### src/hdl/uvs_pkg.sv
// shared types, constants and helper functions for the uv sphere vertex generator
package uvs_pkg;

	// cordic datapath
	localparam int CQ        = 30;
	localparam int CW        = 34;
	localparam int CORD_STG  = 10;
	localparam int CORD_IPS  = 3;
	localparam int DIV_STG   = 4;

	typedef logic signed [CW-1:0] cword_t;

	localparam logic [30:0] ONE_Q30     = 31'd1073741824;
	localparam logic [30:0] HALF_PI_Q30 = 31'd1686629713;
	localparam cword_t      CORD_GAIN   = 34'sd652032874;

	// result queue
	localparam int QDEPTH = 8;
	localparam int QAW    = $clog2(QDEPTH);
	localparam int QCW    = $clog2(QDEPTH + 1);

	// register file
	localparam int          ADDR_W        = 3;
	localparam logic [0:0]  REG_PRECISION = 1'b0;
	localparam logic [7:0]  PREC_RESET    = 8'd48;

	typedef enum logic [1:0] {
		KIND_NORMAL   = 2'd0,
		KIND_POSITION = 2'd1,
		KIND_TRIANGLE = 2'd2,
		KIND_ERROR    = 2'd3
	} kind_t;

	typedef enum logic [1:0] {
		BEAT_NORMAL,
		BEAT_POSITION,
		BEAT_TRI_LO,
		BEAT_TRI_HI
	} beat_t;

	// octant reduction of one angle
	typedef struct packed {
		logic [1:0] q;
		logic       sw;
		logic       zr;
		logic [8:0] t;
	} prep_t;

	typedef struct packed {
		logic [30:0] cm;
		logic        cn;
		logic [30:0] sm;
		logic        sn;
	} trig_t;

	// per-item control that rides alongside the arithmetic
	typedef struct packed {
		logic        err;
		logic        trg;
		logic [15:0] base;
		logic [8:0]  w;
		logic [1:0]  qa;
		logic        swa;
		logic        za;
		logic [1:0]  qb;
		logic        swb;
		logic        zb;
	} side_t;

	typedef struct packed {
		logic        err;
		logic        trg;
		logic [18:0] nx;
		logic [18:0] ny;
		logic [18:0] nz;
		logic [18:0] px;
		logic [18:0] py;
		logic [18:0] pz;
		logic [16:0] tu;
		logic [16:0] tv;
		logic [15:0] base;
		logic [8:0]  w;
	} res_t;

	function automatic cword_t atan_q30(input int i);
		logic [31:0] a;
		case (i)
			0:  a = 32'h3243F6A8;
			1:  a = 32'h1DAC6705;
			2:  a = 32'h0FADBAFC;
			3:  a = 32'h07F56EA6;
			4:  a = 32'h03FEAB76;
			5:  a = 32'h01FFD55B;
			6:  a = 32'h00FFFAAA;
			7:  a = 32'h007FFF55;
			8:  a = 32'h003FFFEA;
			9:  a = 32'h001FFFFD;
			10: a = 32'h000FFFFF;
			11: a = 32'h0007FFFF;
			12: a = 32'h0003FFFF;
			13: a = 32'h0001FFFF;
			14: a = 32'h0000FFFF;
			15: a = 32'h00007FFF;
			16: a = 32'h00003FFF;
			17: a = 32'h00001FFF;
			18: a = 32'h00000FFF;
			19: a = 32'h000007FF;
			20: a = 32'h000003FF;
			21: a = 32'h000001FF;
			22: a = 32'h000000FF;
			23: a = 32'h0000007F;
			24: a = 32'h0000003F;
			25: a = 32'h0000001F;
			26: a = 32'h0000000F;
			27: a = 32'h00000008;
			28: a = 32'h00000004;
			29: a = 32'h00000002;
			default: a = 32'h0;
		endcase
		return $signed({2'b00, a});
	endfunction

	// quarter-turn index, remainder and mirrored remainder of n/d of a turn
	function automatic prep_t turn_prep(input logic [7:0] n, input logic [8:0] d);
		logic [10:0] n4, d1, d2, d3, d4, r, t;
		prep_t       o;
		n4 = {1'b0, n, 2'b00};
		d1 = {2'b00, d};
		d2 = {1'b0, d, 1'b0};
		d3 = d1 + d2;
		d4 = {d, 2'b00};
		if (n4 >= d4) begin
			o.q = 2'd0;
			r   = n4 - d4;
		end else if (n4 >= d3) begin
			o.q = 2'd3;
			r   = n4 - d3;
		end else if (n4 >= d2) begin
			o.q = 2'd2;
			r   = n4 - d2;
		end else if (n4 >= d1) begin
			o.q = 2'd1;
			r   = n4 - d1;
		end else begin
			o.q = 2'd0;
			r   = n4;
		end
		o.zr = (r == 11'd0);
		o.sw = ({r[9:0], 1'b0} > d1);
		t    = o.sw ? (d1 - r) : r;
		o.t  = t[8:0];
		return o;
	endfunction

	// undo the octant reduction and place signs by quadrant
	function automatic trig_t trig_fix(input logic [30:0] c, input logic [30:0] s,
			input logic [1:0] q, input logic sw, input logic zr);
		logic [30:0] c0, s0;
		trig_t       o;
		if (zr) begin
			c0 = ONE_Q30;
			s0 = 31'd0;
		end else if (sw) begin
			c0 = s;
			s0 = c;
		end else begin
			c0 = c;
			s0 = s;
		end
		case (q)
			2'd0: o = '{cm: c0, cn: 1'b0, sm: s0, sn: 1'b0};
			2'd1: o = '{cm: s0, cn: 1'b1, sm: c0, sn: 1'b0};
			2'd2: o = '{cm: c0, cn: 1'b1, sm: s0, sn: 1'b1};
			default: o = '{cm: s0, cn: 1'b0, sm: c0, sn: 1'b1};
		endcase
		return o;
	endfunction

endpackage

### src/hdl/uvs_div.sv
// pipelined restoring divider, a few quotient bits per stage
module uvs_div import uvs_pkg::*; #(
	parameter int NW   = 40,
	parameter int DW   = 9,
	parameter int QW   = 30,
	parameter int NSTG = 4
) (
	input  logic          clk,
	input  logic [NW-1:0] num,
	input  logic [DW-1:0] den,
	output logic [QW-1:0] quo
);

	localparam int SPS = (QW + NSTG - 1) / NSTG;
	localparam int QP  = SPS * NSTG;
	localparam int XW  = QP + DW;

	logic [XW-1:0] numx;
	logic [DW-1:0] rem_i [NSTG];
	logic [QP-1:0] acc_i [NSTG];
	logic [DW-1:0] den_i [NSTG];
	logic [DW-1:0] rem_s [NSTG];
	logic [QP-1:0] acc_s [NSTG];
	logic [DW-1:0] den_s [NSTG];

	assign numx = XW'(num);

	genvar g;
	generate
		for (g = 0; g < NSTG; g++) begin : g_stage
			logic [DW-1:0] rem_c;
			logic [QP-1:0] acc_c;

			if (g == 0) begin : g_first
				assign rem_i[g] = numx[XW-1:QP];
				assign acc_i[g] = numx[QP-1:0];
				assign den_i[g] = den;
			end else begin : g_next
				assign rem_i[g] = rem_s[g-1];
				assign acc_i[g] = acc_s[g-1];
				assign den_i[g] = den_s[g-1];
			end

			// numerator bits shift out the top, quotient bits shift in below
			always_comb begin
				logic [DW:0] t;
				rem_c = rem_i[g];
				acc_c = acc_i[g];
				for (int j = 0; j < SPS; j++) begin
					t     = {rem_c, acc_c[QP-1]};
					acc_c = {acc_c[QP-2:0], 1'b0};
					if (t >= {1'b0, den_i[g]}) begin
						t        = t - {1'b0, den_i[g]};
						acc_c[0] = 1'b1;
					end
					rem_c = t[DW-1:0];
				end
			end

			always_ff @(posedge clk) begin
				rem_s[g] <= rem_c;
				acc_s[g] <= acc_c;
				den_s[g] <= den_i[g];
			end
		end
	endgenerate

	assign quo = acc_s[NSTG-1][QW-1:0];

endmodule

### config.mk
export PLATFORM = sky130hd
export DESIGN_NAME = uvs_div
export DESIGN_NICKNAME = d
export VERILOG_FILES = /design/src/hdl/uvs_pkg.sv /design/src/hdl/uvs_div.sv
export SDC_FILE = /design/constraint.sdc
export NUM_CORES = 1
export LEC_CHECK = 0
export BUFFER_PORTS_ARGS = -buffer_cell sky130_fd_sc_hd__clkbuf_2
export CORE_MARGIN = 2
export CORE_UTILIZATION = 47
export CTS_CLUSTER_SIZE = 8
export DETAILED_ROUTE_END_ITERATION = 8
export PLACE_DENSITY = 0.66
export SLEW_MARGIN = 5
export SYNTH_ARGS = -nofsm -noshare
export SYNTH_HDL_FRONTEND = slang
export SYNTH_SLANG_ARGS = --single-unit
### constraint.sdc
create_clock -name clk -period 21.2 [get_ports clk]
set_clock_uncertainty 0.15 [all_clocks]
set_input_delay 3.18 -clock clk [delete_from_list [all_inputs] [get_ports clk]]
set_output_delay 3.18 -clock clk [all_outputs]
set_load 0.02 [all_outputs]
==> impl_metrics.tcl <==
set metrics [dict create \
    syn_nets 2551 \
    fin_crit_sh 0.9440 \
    drive_above_1_share 0.1494 \
    hold_viol 0 \
    synth-xor-area-share 0.08159 \
    synth-simple-area-share 0.1443 \
    multiInputGateArea_mm2 0.01458 \
    synth-async-reset-ratio 0 \
    gp_congestion 0.9313 \
    crit_path_start_kind "input pin" \
    dpl_cell_area_mm2 0.01993 \
    setup_violations 0 \
    ys_warn_count 0 \
    io_pins 80 \
    seqCellArea_mm2 0.003483 \
    grt_overflow 0 \
    postLayoutCellArea_mm2 0.02068 \
    synth_compound_area_frac 0.2081 \
    cp.required_ns 21.40 \
    clock-sinks 174 \
    timing.fmax_mhz 49.97 \
    fp-row-count 73 \
    maxCapViolations 0 \
    drt_iter0_drc 915 \
    final_common_cell "ha_1" \
    dieWidth_um 203.9 \
    ys_ff_latch 174 \
    final_cell_mix "ha_1, dfxtp_1, inv_1" \
    firstDrtPassIters 5 \
    syn_area_mm2 0.01879 \
    die_y_um 203.9 \
    n_antenna_cell 0 \
    syn-instance-count 2182 \
    htreeDepth 4 \
    io_buffers 79 \
    cts_made_buffers 17 \
    area_delta_synth_final_pct 10.11 \
    slowest_stage "or4b_2" \
    synth_edf_count 0 \
    grt_start_max_net_pins 19 \
    arrival_ns 20.21 \
    slowest_delay_ns 0.62 \
    clock_path_buffers 2 \
    antenna_found_initial 0 \
    drc 0 \
    insertion_delay_ns 0.47 \
    dieArea_mm2 0.04158 \
    hold_path.class "reg2reg" \
    grt_pass1_wl_um 78400 \
    dpl.hpwl_um 37680 \
    start_util 0.4750 \
    antenna_left 0 \
    synthMuxAreaShare 0.1138 \
    synthAdderAreaFrac 0.2249 \
    cp-end-kind "register" \
    fillCellCount 3713 \
    clockRootBuffer "clkbuf_16" \
    outcome "finished, final reports clean" \
    track_usage 0.2324 \
    worstSetupPathType "in2reg" \
    synthFlopType "dfxtp_1" \
    tightest_slew_ns 0.7019 \
    core-area_mm2 0.03955 \
    critPathMaxFanout 11 \
    avgViaCountPerCell 5.662 \
    cts_tree "done" \
    syn_avg_cell_area_um2 8.609 \
    wire_per_inst_um 16.86 \
    grt_pass1_vias 15895 \
    routed_wl_um 47790 \
    slew_headroom 0.5228 \
    report.final.slew_viol_count 0 \
    path_clk_slew_ns 0.07 \
    rsz0062_at_grt "no" \
    synth_top_family_by_area "adder cells" \
    min_period_ns 20.01 \
    postLayoutCoreUtil 0.5230 \
    ys_seq_area_frac 0.1854 \
    ys_types 91 \
    num_vias 16053 \
    final_nets 2666 \
]
path summary, 6_finish.rpt:
path	slack [ns]	end	cells after the start	start
max	1.19	rem_s[0][6]$_DFF_P_	76	den[1]
min	0.18	acc_s[3][8]$_DFF_P_	0	acc_s[2][0]$_DFF_P_
max reg2reg	1.60	rem_s[1][6]$_DFF_P_	73	den_s[0][0]$_DFF_P_
min reg2reg	0.18	acc_s[3][8]$_DFF_P_	0	acc_s[2][0]$_DFF_P_
per-stage QoR:
stage / instances / setup slack (ns) / setup TNS [ns] / hold WS, ns
after CTS: 2824 / 0.2337 / 0 / 0.1785
after global placement: 2792 / 0.5264 / 0 / 0.1605
after detailed placement: 2792 / -0.1956 / -1.534 / 0.1621
final: 2835 / 1.188 / 0 / 0.1766
after floorplan: 2182 / 1.274 / 0 / 0.1596
after global routing: 2835 / 0.01254 / 0 / 0.1745
critical path, delay by kind of cell:
family	cells	cell delay (ns)
adders and majority gates	8	2.89
AOI/OAI and AO/OA	39	8.54
buffers and inverters	8	1.46
muxes	4	1.23
and+or+nand+nor	17	2.87
kinds of logic (layout without fill, tap and decap cells):
logic type | after synthesis | in the layout
mux | 195 | 195
fa+ha+maj | 319 | 319
compound gates | 586 | 586
xor+xnor | 175 | 175
buf+inv | 200 | 328
simple gates | 533 | 533
flops | 174 | 174
timing repair:
item / 4_1_cts / 5_1_grt
setup buffers: 0 / 11
hold buffers: 0 / 0
endpoints found under the setup margin: 0 / 31
gates resized for setup: 0 / 23
endpoints found under the hold margin: 0 / 0
cell type report:
class | instances | area share
multi-input cells | 1808 | 0.7046
flip-flops and latches | 174 | 0.1684
repair buffers | 118 | 0.03387
inverters | 178 | 0.03272
well taps | 525 | 0.03176
clock buffers | 19 | 0.02141
clock inverters | 13 | 0.007198
routing by layer:
metal	track usage	share of wire	vias to the layer above
met1	0.2947	0.46	7509
met3	0.03284	0.041	82
met2	0.4028	0.48	312
li1	-	-	8150
met5	0	0	-
met4	0.07873	0.025	0
synth_stat cells, types with 8 or more instances:
master    instances  area, um2
dfxtp_1         174       3483
xor2_1           69      604.3
nand4_1          51      319.1
ha_1            288       3603
mux2i_1          51      510.5
a31oi_1          12      75.07
o21bai_1         17      127.6
o211ai_1         17      127.6
nor2_1          131      491.7
xnor2_1         106      928.4
o21ai_0         128      640.6
o31a_1            8      70.07
nand2_1         107      401.6
a21o_1           90      675.7
nor2b_1          78      488.0
mux2_2          142       1599
and3_1            9      56.30
a21oi_1         148      740.7
nand3_1          14      70.07
fa_1             31      620.6
or3_1            10      62.56
o21a_1           25      187.7
o31ai_1          19      142.6
or2_2             8      50.05
inv_1           168      630.6
nor3_1           44      220.2
nand2b_1         49      306.5
a211oi_1         22      165.2
o211a_1           8      80.08
a21boi_0         25      187.7
registers in the layout (all words and copies together), names as in the netlist:
register,count
acc_s,120
den_s,27
rem_s,27
Power is not shown: default switching activity piles up to over one toggle a cycle in this logic, so the estimate is an artifact.
